**src/hdl/spmv_pkg.sv**
```systemverilog
// Package for the CSR sparse matrix-vector multiply block.
// Sizes, item codes and the structs passed between front, queue and back.
// No dependencies.
package spmv_pkg;

	// Store and counter sizes
	localparam int MAX_COLUMNS = 8192;
	localparam int MAX_ROWS    = 16384;
	localparam int ADDR_W      = $clog2(MAX_COLUMNS);
	localparam int ROW_W       = $clog2(MAX_ROWS);

	// Fixed field widths
	localparam int FUNC_W = 2;
	localparam int COL_W  = 13;
	localparam int VAL_W  = 32;
	localparam int IDX_W  = 14;
	localparam int ACC_W  = 64;
	localparam int PROD_W = 2 * VAL_W;

	// Work queue between front and back
	localparam int QDEPTH = 4;
	localparam int QPTR_W = $clog2(QDEPTH);
	localparam int QCNT_W = $clog2(QDEPTH + 1);

	// Item function codes
	typedef enum logic [FUNC_W-1:0] {
		FUNC_LOAD    = 2'd0,
		FUNC_NONZERO = 2'd1,
		FUNC_EMPTY   = 2'd2
	} func_t;

	// One queued word of work for the back end
	typedef struct packed {
		logic                    is_empty;
		logic signed [VAL_W-1:0] value;
		logic signed [VAL_W-1:0] x;
		logic                    row_end;
	} work_t;

	typedef struct packed {
		logic  valid;
		work_t data;
	} q_push_t;

	typedef struct packed {
		logic  valid;
		work_t data;
	} q_head_t;

	typedef struct packed {
		logic [QCNT_W-1:0] count;
	} q_status_t;

	// Vector store access from the front end
	typedef struct packed {
		logic              we;
		logic [ADDR_W-1:0] waddr;
		logic [VAL_W-1:0]  wdata;
		logic              re;
		logic [ADDR_W-1:0] raddr;
	} ram_req_t;

endpackage

```
**src/hdl/spmv_queue.sv**
```systemverilog
// Short work queue that decouples the front end from the back end.
// Depends on spmv_pkg.
module spmv_queue (
	input  logic                 clk,
	input  logic                 arst_n,
	input  spmv_pkg::q_push_t    push,
	input  logic                 pop,
	output spmv_pkg::q_head_t    head,
	output spmv_pkg::q_status_t  q_stat
);

	spmv_pkg::work_t             entry_q [spmv_pkg::QDEPTH];
	logic [spmv_pkg::QPTR_W-1:0] wr_ptr_q;
	logic [spmv_pkg::QPTR_W-1:0] rd_ptr_q;
	logic [spmv_pkg::QCNT_W-1:0] count_q;
	logic                        do_push;
	logic                        do_pop;

	assign do_pop  = pop && (count_q != '0);
	assign do_push = push.valid;

	// Pointers and fill count
	always_ff @(posedge clk or negedge arst_n) begin
		if (!arst_n) begin
			wr_ptr_q <= '0;
			rd_ptr_q <= '0;
			count_q  <= '0;
		end else begin
			if (do_push) begin
				wr_ptr_q <= (wr_ptr_q == spmv_pkg::QPTR_W'(spmv_pkg::QDEPTH - 1)) ?
					'0 : wr_ptr_q + 1'b1;
			end
			if (do_pop) begin
				rd_ptr_q <= (rd_ptr_q == spmv_pkg::QPTR_W'(spmv_pkg::QDEPTH - 1)) ?
					'0 : rd_ptr_q + 1'b1;
			end
			case ({do_push, do_pop})
				2'b10:   count_q <= count_q + 1'b1;
				2'b01:   count_q <= count_q - 1'b1;
				default: count_q <= count_q;
			endcase
		end
	end

	// Entry storage
	always_ff @(posedge clk) begin
		if (do_push) begin
			entry_q[wr_ptr_q] <= push.data;
		end
	end

	assign head.valid   = count_q != '0;
	assign head.data    = entry_q[rd_ptr_q];
	assign q_stat.count = count_q;

endmodule

```
**config.mk**
```make
export PLATFORM = sky130hd
export DESIGN_NAME = spmv_queue
export DESIGN_NICKNAME = d
export VERILOG_FILES = /design/src/hdl/spmv_pkg.sv /design/src/hdl/spmv_queue.sv
export SDC_FILE = /design/constraint.sdc
export NUM_CORES = 1
export LEC_CHECK = 0
export ABC_CLOCK_PERIOD_IN_PS = 6480
export CORE_UTILIZATION = 25
export DETAILED_ROUTE_END_ITERATION = 10
export DONT_BUFFER_PORTS = 1
export PLACE_DENSITY = 0.38
export SLEW_MARGIN = 20
export SYNTH_ARGS = -nofsm -noshare
export SYNTH_HDL_FRONTEND = slang
export SYNTH_SLANG_ARGS = --single-unit
```
**constraint.sdc**
```tcl
create_clock -name clk -period 6.48 [get_ports clk]
set_input_delay 0.648 -clock clk [delete_from_list [all_inputs] [get_ports clk]]
set_output_delay 0.648 -clock clk [all_outputs]
set_load 0.05 [all_outputs]
```
==> results_dict.tcl <==
set metrics [dict create \
    ant_nets 0 \
    rsz0062_at_grt "no" \
    port_buffers 0 \
    initial_utilization_pct 25.5 \
    rows 72 \
    first_iter_violations 129 \
    synth_edf_count 264 \
    status "finished, final reports clean" \
    crit_path_end_kind "primary output" \
    timing.final.crit_share_pct 56.6 \
    clock_latency_ps 550 \
    pwr-share-comb_pct 31.8 \
    crit_family "flip-flops" \
    grt_overflow_total 0 \
    internal_power_mw 3.68 \
    htreeDepth 1 \
    drive_gt1_share_pct 27.1 \
    yosysWarnings 0 \
    setup-violations-final 0 \
    yosysSeqAreaShare_pct 81.3 \
    crit_path_max_fanout 39 \
    async_flop_share_pct 2.58 \
    p_per_area_nw_per_um2 522 \
    critPathArrivalTime_ps 3020 \
    final.fill_count 3761 \
    cp_data_required_time_ps 5830 \
    cts_root_buf "clkbuf_16" \
    finalSetupTns_ps 0 \
    postCtsSetupRepairBufs 0 \
    pin_count 140 \
    dominantRegCellSynth "edfxtp_1" \
    hold_class "input pin to register" \
    grt_max_degree 69 \
    leakage_nw 3.53 \
    power_mw 5.97 \
    dp_hpwl_um 11400 \
    numCtsBuffers 29 \
    synth_top_area_share_pct 79.6 \
    power.switching_mw 2.29 \
    path_cells "buf_4 -> mux4_2" \
    finalHoldViolCount 0 \
    synthTopCellsByCount "edfxtp_1, mux4_2, dfrtp_1, inv_1, ha_1" \
    path_buf_inv 1 \
    synth.most_common_cell "edfxtp_1" \
    netlist_instances 385 \
    yosysUniqueCellTypes 19 \
    clock_sinks 271 \
    cts_tree "built" \
    core_um2 39000 \
    maxSlewViolCount 0 \
    drt-total-wl_um 19400 \
    wire_per_inst_um 20.5 \
    die_x_um 202 \
    n_antenna_cell 0 \
    maxSlewHeadroom_pct 28.4 \
    synthesis.nets 462 \
    cap_violations 0 \
    switching_share_pct 38.3 \
    cp-start-kind "register" \
    max_freq_mhz 273 \
    critPathSlowestCell "dfrtp_4" \
    nets 484 \
    die_h_um 202 \
    antenna_found_initial 0 \
    syn-cell-area_um2 9960 \
    dr_total_vias 3931 \
    reg2reg_setup_slack_ps 3740 \
    first_pass_iters 4 \
    drc 0 \
    clockBufferDepth 3 \
    gp_congestion 0.647 \
    dieArea_um2 40700 \
    clkTransAtPathRegs_ps 60 \
    avgSynthCellArea_um2 25.9 \
    ir_drop_uv 274 \
    seqPwrFrac_pct 42.0 \
    power.share.clock_pct 26.2 \
    slowest_delay_ps 830 \
    crit_type "register to primary output" \
    synthTopCellsByArea "edfxtp_1, mux4_2, dfrtp_1, ha_1, buf_12" \
    grt_util_all_layers_pct 9.61 \
    synthToLayoutAreaGrowth_pct 14.9 \
    finalClockSkew_ps 8.31 \
    ys_ff_latch 271 \
    grt_pass1_vias 4438 \
    worst_pin_slew_ps 1070 \
    synth_largest_area_cell "edfxtp_1" \
    fin_crit_ps 3670 \
    viasPerCell 4.16 \
    grt_first_pass_wirelength_um 28700 \
]
-- cell usage in the layout, fill, tap and decap left out, types with 3 or more instances in the layout --
| cell | Yosys | routed |
|---|---|---|
| and2_4 | 0 | 4 |
| inv_1 | 7 | 7 |
| clkinv_1 | 0 | 8 |
| clkbuf_1 | 0 | 7 |
| buf_4 | 4 | 5 |
| o21ai_0 | 3 | 3 |
| clkbuf_16 | 0 | 29 |
| nand2_1 | 3 | 3 |
| dfrtp_1 | 7 | 5 |
| edfxtp_1 | 264 | 264 |
| bufinv_16 | 0 | 3 |
| ha_1 | 6 | 6 |
| clkinv_2 | 0 | 4 |
| mux4_2 | 66 | 66 |
-- what timing repair did --
action / 4_1_cts / 5_1_grt
endpoints found under the hold margin: 7 / 0
hold buffers: 1 / 0
resized for setup: 0 / 0
-- final timing paths --
check	from	endpoint	depth (start not counted)
worst min register to register	wr_ptr_q[0]	wr_ptr_q[0]	2
worst min-delay path	push[2]	entry_q[1][2]	0
worst max register to register	q_stat[0]	q_stat[2]	9
worst max-delay path	rd_ptr_q[0]	head[65]	2
max in group asynchronous	arst_n	rd_ptr_q[0]	1
min in group asynchronous	arst_n	rd_ptr_q[1]	1
-- power groups by stage --
stage | clock (mW) | sequential [mW] | combinational, mW
after floorplan | 0 | 2.38 | 1.86
after global placement | 0 | 2.56 | 1.94
after detailed placement | 0 | 2.57 | 1.94
after CTS | 1.63 | 2.54 | 1.95
after global routing | 1.68 | 2.56 | 1.98
final | 1.57 | 2.51 | 1.90
-- state kept, by name (all words and copies together) (netlist names) --
signal / count
entry_q: 264
q_stat: 3
rd_ptr_q: 2
wr_ptr_q: 2
-- routing by layer --
metal	share of wire (%)	wire length [um]	global-route usage [%]
met3	7.8	1500	3.63
met4	3.0	590	3.33
met2	50	9710	16.3
met5	0	0	0
met1	39	7570	11.1
-- layout make-up --
cell class	count	area (um^2)	share of cell area (%)
Tap cell	518	648	5.66
Clock buffer	36	752	6.57
Sequential cell	271	8110	70.9
Clock inverter	16	149	1.30
Timing Repair Buffer	6	47.5	0.415
Inverter	7	26.3	0.230
Multi-Input combinational cell	92	1710	15.0
-- through the flow --
step / setup WS [ps] / hold slack (ps) / util [%] / std cells / instance area [um^2]
after floorplan: 3850 / 352 / - / 385 / 9960
after global placement: 3290 / 353 / 27.0 / 893 / 10500
after detailed placement: 3240 / 353 / 27.0 / 893 / 10500
after CTS: 2620 / 147 / 29.3 / 946 / 11400
after global routing: 2560 / 147 / 29.3 / 946 / 11400
final: 2810 / 194 / 29.3 / 946 / 11400
-- kinds of logic after synthesis --
| group | Yosys count | share of synthesized area (%) |
|---|---|---|
| xor+xnor | 3 | 0.264 |
| buf+inv | 22 | 1.59 |
| flops | 271 | 81.3 |
| mux | 68 | 15.1 |
| fa+ha+maj | 7 | 0.954 |
| compound gates | 3 | 0.151 |
| simple gates | 11 | 0.565 |
No activity file was read; power rests on OpenSTA's default activity.
