`config.mk`:
```
export PLATFORM = sky130hd
export DESIGN_NAME = spmv_back_flat
export DESIGN_NICKNAME = d
export VERILOG_FILES = /design/src/hdl/spmv_pkg.sv /design/src/hdl/spmv_if.sv /design/src/hdl/spmv_back.sv /design/src/flat_wrapper.sv
export SDC_FILE = /design/constraint.sdc
export NUM_CORES = 2
export LEC_CHECK = 0
export BUFFER_PORTS_ARGS = -buffer_cell sky130_fd_sc_hd__buf_2
export CORE_MARGIN = 2
export CORE_UTILIZATION = 35
export DETAILED_ROUTE_END_ITERATION = 10
export GPL_ROUTABILITY_DRIVEN = 0
export SYNTH_ARGS = -nofsm -noshare
export SYNTH_HDL_FRONTEND = slang
export SYNTH_SLANG_ARGS = --single-unit
```
`constraint.sdc`:
```
create_clock -name clk -period 8.3 [get_ports clk]
set_input_delay 1.245 -clock clk [delete_from_list [all_inputs] [get_ports clk]]
set_output_delay 1.245 -clock clk [all_outputs]
set_load 0.02 [all_outputs]
```
`src/hdl/spmv_pkg.sv`:
```
// Package for the CSR sparse matrix-vector multiply block.
// Sizes, item codes and the structs passed between front, queue and back.
// No dependencies.
package spmv_pkg;

	// Store and counter sizes
	localparam int MAX_COLUMNS = 8192;
	localparam int MAX_ROWS    = 16384;
	localparam int ADDR_W      = $clog2(MAX_COLUMNS);
	localparam int ROW_W       = $clog2(MAX_ROWS);

	// Fixed field widths
	localparam int FUNC_W = 2;
	localparam int COL_W  = 13;
	localparam int VAL_W  = 32;
	localparam int IDX_W  = 14;
	localparam int ACC_W  = 64;
	localparam int PROD_W = 2 * VAL_W;

	// Work queue between front and back
	localparam int QDEPTH = 4;
	localparam int QPTR_W = $clog2(QDEPTH);
	localparam int QCNT_W = $clog2(QDEPTH + 1);

	// Item function codes
	typedef enum logic [FUNC_W-1:0] {
		FUNC_LOAD    = 2'd0,
		FUNC_NONZERO = 2'd1,
		FUNC_EMPTY   = 2'd2
	} func_t;

	// One queued word of work for the back end
	typedef struct packed {
		logic                    is_empty;
		logic signed [VAL_W-1:0] value;
		logic signed [VAL_W-1:0] x;
		logic                    row_end;
	} work_t;

	typedef struct packed {
		logic  valid;
		work_t data;
	} q_push_t;

	typedef struct packed {
		logic  valid;
		work_t data;
	} q_head_t;

	typedef struct packed {
		logic [QCNT_W-1:0] count;
	} q_status_t;

	// Vector store access from the front end
	typedef struct packed {
		logic              we;
		logic [ADDR_W-1:0] waddr;
		logic [VAL_W-1:0]  wdata;
		logic              re;
		logic [ADDR_W-1:0] raddr;
	} ram_req_t;

endpackage

```
`src/hdl/spmv_if.sv`:
```


interface spmv_out_if;
	logic                                 valid;
	logic                                 ready;
	logic [spmv_pkg::IDX_W-1:0]           row_index;
	logic signed [spmv_pkg::VAL_W-1:0]    row_result;
	logic                                 overflow;

	modport source (output valid, row_index, row_result, overflow, input ready);
	modport sink   (input valid, row_index, row_result, overflow, output ready);
endinterface

```
`src/hdl/spmv_back.sv`:
```
// Back end: multiplies value by x, rounds to Q16.16, accumulates with 64-bit
// saturation, closes rows and holds the result in the output register.
// Depends on spmv_pkg, spmv_if.
module spmv_back (
	input  logic               clk,
	input  logic               arst_n,
	input  spmv_pkg::q_head_t  head,
	output logic               pop,
	spmv_out_if.source         out_ch
);

	localparam int SUM_W = spmv_pkg::ACC_W + 2;

	logic                               adv;
	logic signed [spmv_pkg::PROD_W-1:0] mul;
	logic                               v_s1;
	logic signed [spmv_pkg::PROD_W-1:0] prod_s1;
	logic                               empty_s1;
	logic                               last_s1;
	logic signed [spmv_pkg::ACC_W-1:0]  acc_q;
	logic [spmv_pkg::ROW_W-1:0]         row_cnt_q;
	logic [SUM_W-1:0]                   sum_wide;
	logic signed [spmv_pkg::ACC_W-1:0]  sum_sat;
	logic signed [spmv_pkg::ACC_W-1:0]  acc_next;
	logic                               emit;
	logic                               emit_v_s2;
	logic signed [spmv_pkg::ACC_W-1:0]  emit_acc_s2;
	logic [spmv_pkg::ROW_W-1:0]         emit_row_s2;
	logic                               out_valid_q;
	logic [spmv_pkg::IDX_W-1:0]         out_row_q;
	logic signed [spmv_pkg::VAL_W-1:0]  out_res_q;
	logic                               out_ovf_q;
	logic                               res_ovf;
	logic signed [spmv_pkg::VAL_W-1:0]  res_sat;

	// Whole back pipeline moves when the output register can take a word
	assign adv = !out_valid_q || out_ch.ready;
	assign pop = head.valid && adv;

	// Stage 1: signed 32x32 product
	assign mul = head.data.value * head.data.x;

	always_ff @(posedge clk or negedge arst_n) begin
		if (!arst_n) begin
			v_s1 <= 1'b0;
		end else if (adv) begin
			v_s1 <= head.valid;
		end
	end

	always_ff @(posedge clk) begin
		if (pop) begin
			prod_s1  <= mul;
			empty_s1 <= head.data.is_empty;
			last_s1  <= head.data.row_end;
		end
	end

	// Round to nearest (carry in from bit 15) and add to the accumulator
	assign sum_wide = {{2{acc_q[spmv_pkg::ACC_W-1]}}, acc_q}
		+ {{(SUM_W - spmv_pkg::PROD_W + 16){prod_s1[spmv_pkg::PROD_W-1]}},
		   prod_s1[spmv_pkg::PROD_W-1:16]}
		+ SUM_W'(prod_s1[15]);

	always_comb begin
		if (sum_wide[SUM_W-1:spmv_pkg::ACC_W-1] == '0 ||
		    sum_wide[SUM_W-1:spmv_pkg::ACC_W-1] == '1) begin
			sum_sat = sum_wide[spmv_pkg::ACC_W-1:0];
		end else if (sum_wide[SUM_W-1]) begin
			sum_sat = {1'b1, {(spmv_pkg::ACC_W-1){1'b0}}};
		end else begin
			sum_sat = {1'b0, {(spmv_pkg::ACC_W-1){1'b1}}};
		end
	end

	assign acc_next = empty_s1 ? acc_q : sum_sat;
	assign emit     = v_s1 && (empty_s1 || last_s1);

	// Stage 2: accumulator, row counter and closed-row value
	always_ff @(posedge clk or negedge arst_n) begin
		if (!arst_n) begin
			acc_q     <= '0;
			row_cnt_q <= '0;
			emit_v_s2 <= 1'b0;
		end else if (adv) begin
			emit_v_s2 <= emit;
			if (v_s1) begin
				acc_q <= emit ? '0 : acc_next;
			end
			if (emit) begin
				row_cnt_q <= (row_cnt_q == spmv_pkg::ROW_W'(spmv_pkg::MAX_ROWS - 1)) ?
					'0 : row_cnt_q + 1'b1;
			end
		end
	end

	always_ff @(posedge clk) begin
		if (adv && emit) begin
			emit_acc_s2 <= acc_next;
			emit_row_s2 <= row_cnt_q;
		end
	end

	// Saturate to 32 bits for the result
	always_comb begin
		res_ovf = !(emit_acc_s2[spmv_pkg::ACC_W-1:spmv_pkg::VAL_W-1] == '0 ||
		            emit_acc_s2[spmv_pkg::ACC_W-1:spmv_pkg::VAL_W-1] == '1);
		if (!res_ovf) begin
			res_sat = emit_acc_s2[spmv_pkg::VAL_W-1:0];
		end else if (emit_acc_s2[spmv_pkg::ACC_W-1]) begin
			res_sat = {1'b1, {(spmv_pkg::VAL_W-1){1'b0}}};
		end else begin
			res_sat = {1'b0, {(spmv_pkg::VAL_W-1){1'b1}}};
		end
	end

	// Output register
	always_ff @(posedge clk or negedge arst_n) begin
		if (!arst_n) begin
			out_valid_q <= 1'b0;
		end else if (adv) begin
			out_valid_q <= emit_v_s2;
		end
	end

	always_ff @(posedge clk) begin
		if (adv && emit_v_s2) begin
			out_row_q <= spmv_pkg::IDX_W'(emit_row_s2);
			out_res_q <= res_sat;
			out_ovf_q <= res_ovf;
		end
	end

	assign out_ch.valid      = out_valid_q;
	assign out_ch.row_index  = out_row_q;
	assign out_ch.row_result = out_res_q;
	assign out_ch.overflow   = out_ovf_q;

endmodule

```
`src/flat_wrapper.sv`:
```
// flat-port wrapper written by rule: the top's interface ports become plain ports
module spmv_back_flat 
  (clk, arst_n, head, pop, out_ch_valid, out_ch_row_index, out_ch_row_result, out_ch_overflow, out_ch_ready);
  spmv_out_if out_ch_i ();
  input  logic clk;
  input  logic arst_n;
  input  spmv_pkg::q_head_t head;
  output logic pop;
  output wire logic [$bits(out_ch_i.valid)-1:0] out_ch_valid;
  output wire logic [$bits(out_ch_i.row_index)-1:0] out_ch_row_index;
  output wire logic [$bits(out_ch_i.row_result)-1:0] out_ch_row_result;
  output wire logic [$bits(out_ch_i.overflow)-1:0] out_ch_overflow;
  input wire logic [$bits(out_ch_i.ready)-1:0] out_ch_ready;
  assign out_ch_valid = out_ch_i.valid;
  assign out_ch_row_index = out_ch_i.row_index;
  assign out_ch_row_result = out_ch_i.row_result;
  assign out_ch_overflow = out_ch_i.overflow;
  assign out_ch_i.ready = out_ch_ready;
  spmv_back u_core (.clk(clk), .arst_n(arst_n), .head(head), .pop(pop), .out_ch(out_ch_i));
endmodule
```
==> results list <==
- Worst-case reg-to-reg path depth: 16
- Cell types occupying the most area after synthesis: sky130_fd_sc_hd__fa_1 (42%), sky130_fd_sc_hd__edfxtp_1 (10%), sky130_fd_sc_hd__inv_1 (7.2%)
- Hold Path Cell Cnt: 0
* Max-capacitance violation count: 0
* Min setup slack post-route: between 0.08 and 0.09 ns
- The worst setup path is launched from an input pin.
- Global route total overflow: 0
* Clock sink count: roughly 260
- Each instance of the synthesized netlist takes up on average 9.58 µm².
* Initial antenna violation count: 8
* Finish-stage setup viols: 0
- Cell repeated most along the worst path: sky130_fd_sc_hd__fa_1
- In the final routed layout, each cell accounts on average for around 19 µm.
- On the worst path, the slowest cell contributes a delay of ~0.58 ns.
* Via count of the first global-routing pass: around 40,000
* Max Fanout on Critical Path: 12
- Destination of the critical timing path: u_core.prod_s1[59]
- TritonCTS built the clock tree.
- The endpoint identified for the worst register-to-register timing path is u_core.emit_acc_s2[49].
- Total negative slack: 0 ns
* Start point of the critical path: head[20]
- Counting the buffers created by CTS gives 29.
- Clock skew on the completed layout was measured at 0.0165 ns.
- HPWL after detailed placement: between 100 and 150 mm
- The count of nets left with antenna violations once routing finished came out at 0.
- Mean number of vias per cell: 5.09
* Most used DFF post-synth: sky130_fd_sc_hd__edfxtp_1
* Global routing usage summed across all routing layers: between 10% and 20%
* Slowest stage cell, crit path: sky130_fd_sc_hd__fa_1
- Reg2reg setup slack: between 1.5 and 2 ns
- Worst Max-Slew Pin Slew: 1.19 ns
- Overall via count from detail_route: around 39,000
* Final Cycle Share: 99.0%
- The floorplan has 141 rows.
* Number of detailed-route iterations in the first pass: 6
* Vert. Die Dim: 389 µm
- Cells after synthesis: around 5,400
* Worst slack, placed: -0.782 ns
* Clock Latency Late Sink: between 0.5 and 0.6 ns
* Number of flops mapped to enable cells by yosys: 176
- Number of nets at the end of the flow: slightly above 7,000
- STA puts the critical path data arrival time at ~8.6 ns.
- Total wire length after detailed routing: 146 mm
- Summing all flip-flop and latch instances after layout gives ~7300 µm².
- In this run the deepest clock path goes through 3 buffers.
* Slew margin rel.: about 21%
* Finished Cell Area: about 58,000 µm²
* Num ports: about 120
* Synth top area share: a little over two fifths
- The first global-routing pass estimated about 240 mm of wire.
- Yosys printed 0 warnings.
* Netlist area before placement: roughly 52,000 µm²
* Critical setup path kind: in -> reg
- Critical path cell sequence: buf_2 > buf_4 > nand2_1 > fa_1 > fa_1 > inv_1 > fa_1 > fa_1 > fa_1 > fa_1 > fa_1 > fa_1 > ha_4 > o21a_1 > a221o_1 > o2111ai_4 > a21oi_2 > buf_4 > o221ai_4 > a21oi_4 > and2_4 > or4_4 > a31oi_4 > xnor2_2
- In this run the number of H-tree levels came out at 1.
- The floorplan step defined a core boundary enclosing ~150,000 µm².
- # DRC: 0
- Sequential cells were found to cover roughly 14% of the synthesized design area.
* Total Die Area: around 150,000 µm²
- Asr flop ratio synth: a little under a third
- In this run the critical register-to-register path is launched from u_core.prod_s1[16].
* Yosys reg bits: 257
* Starting DRT DRC Count: around 3,000
- Worst Setup End Kind: register
- Setup repair after global routing could not meet its margin everywhere.
- The initial utilization of the core area, before any placement, comes to between 30% and 40%.
- Max-slew violation count: 0
- Final Hold Vio Count: 0
- The placed instances occupy a cell area of approximately 57,000 µm².
- Class of the tightest hold or removal check: reg -> reg
* Proportion of layout cells with a drive suffix above 1: about an eighth
- Library cell occupying the most area in the post-synthesis netlist: sky130_fd_sc_hd__fa_1
- Fmax achieved: around 120 MHz
- Buffers placed on the I/O ports in this run total 118.
* Die X: 389 µm
- Final critical-path required period: ~8.2 ns
- Layout area overhead: 12.9%
- Multi-input combinational cell area: 39,900 µm²
- Status: completed
- Maximum number of pins on one net before global-route repair: 125
- Clock-pin transition on the worst setup and hold timing paths: ~0.06 ns
- The number of nets handed over by synthesis was 6,800.
- The layout has 14,489 filler cells.
- For the worst setup path, the data required time is about 8.6 ns.
- Distinct cells, synth: between 90 and 100
- Root buf cell: sky130_fd_sc_hd__clkbuf_16
## through the flow
stage / std cells / hold WS (ns) / utilization (%)
6_report: 7606 / 0.418 / 39.7
5_1_grt: 7605 / 0.426 / 39.7
3_5_place_dp: 7548 / 0.406 / 38.7
2_1_floorplan: 5401 / 0.400 / -
4_1_cts: 7602 / 0.419 / 39.4
3_3_place_gp: 7548 / 0.402 / 38.7
## logic make-up (layout without fill, tap and decap cells)
group / count (synthesis) / count (layout) / share of synthesized area, %
muxes: 10 / 10 / 0.198
xor gates and xnor gates: 163 / 163 / 2.76
buffers and inverters: 1297 / 1571 / 9.67
and+or+nand+nor: 1720 / 1720 / 16.8
AOI/OAI and AO/OA: 625 / 625 / 8.61
other: 0 / 1 / 0
DFF: 257 / 257 / 14.1
adders and majority gates: 1329 / 1329 / 47.8
## how the worst min path moves through the flow
stage | startpoint | end
floorplan | u_core.emit_row_s2[0] | u_core.out_ch.row_index[0]
global placement | u_core.emit_row_s2[3] | u_core.out_ch.row_index[3]
detailed placement | u_core.emit_row_s2[13] | u_core.out_ch.row_index[13]
CTS | u_core.emit_row_s2[13] | u_core.out_ch.row_index[13]
global route | u_core.emit_row_s2[12] | u_core.out_ch.row_index[12]
finish | u_core.emit_row_s2[13] | u_core.out_ch.row_index[13]
## Yosys cell counts, drive strengths merged, types with 5 or more instances
library cell and instances:
a2111oi 11, a211o 66, a211oi 18, a21boi 10
a21o 59, a21oi 120, a221o 7, a221oi 10
a31oi 13, and2 530, and3 28, and4 15
buf 40, clkbuf 260, dfrtp 81, edfxtp 176
fa 1082, ha 247, inv 996, mux2i 8
nand2 675, nand2b 24, nand3 63, nand3b 9
nand4 49, nor2 137, nor2b 13, nor3 113
nor4 18, nor4b 8, o2111ai 7, o211ai 16
o21a 22, o21ai 133, o21bai 17, o22a 62
o311ai 5, o31a 6, or2 7, or3 13
or4 7, xnor2 96, xor2 67
## per-layer routing
metal  vias to the layer above  track usage (%)  routed length [µm]
li1                      17358                -                   -
met1                     20074             29.3               68500
met2                      1169             30.9               65700
met3                       124             2.13                8880
met4                         8             3.13                2600
met5                         -                0                  52
## area by class of cell
cell class	count	area share, %
Sequential cell	257	12.5
Inverter	997	6.41
Timing Repair Buffer	520	6.94
Tap cell	1930	4.13
Clock buffer	40	1.36
Multi-Input combinational cell	3847	68.4
Clock inverter	14	0.278
Antenna cell	1	0.00428
## timing repair
action | 4_1_cts | 5_1_grt
hold buffers | 0 | 0
buffers inserted | 0 | 3
gates resized for setup | 28 | 108
pin swaps | 19 | 56
endpoints found under the setup margin | 7 | 13
## worst max-delay path: cells and delay by family
family          cells  cell delay (ns)
fa+ha+maj           9             4.40
buf+inv             4             0.68
simple gates        3             0.68
xor+xnor            1             0.08
compound gates      7             1.45
## state kept, by name, indices dropped and copies added, names as in the netlist, 14 cells and up
| name | flops |
|---|---|
| u_core.acc_q | 64 |
| u_core.emit_acc_s2 | 64 |
| u_core.emit_row_s2 | 14 |
| u_core.out_ch.row_index | 14 |
| u_core.out_ch.row_result | 32 |
| u_core.prod_s1 | 49 |
| u_core.row_cnt_q | 14 |
## layout by cell type (no fill, tap or decap), drive strengths merged, types with 47 or more instances in the layout
master and count:
fa 1082, a211o 66, and2 530, nand2 675
edfxtp 176, buf 513, nand3 63, nand4 49
o21ai 133, inv 997, clkbuf 47, o22a 62
nor3 113, xor2 67, nor2 137, a21oi 120
dfrtp 81, ha 247, a21o 59, xnor2 96
Power is not shown: default switching activity piles up to over one toggle a cycle in this logic, so the estimate is an artifact.
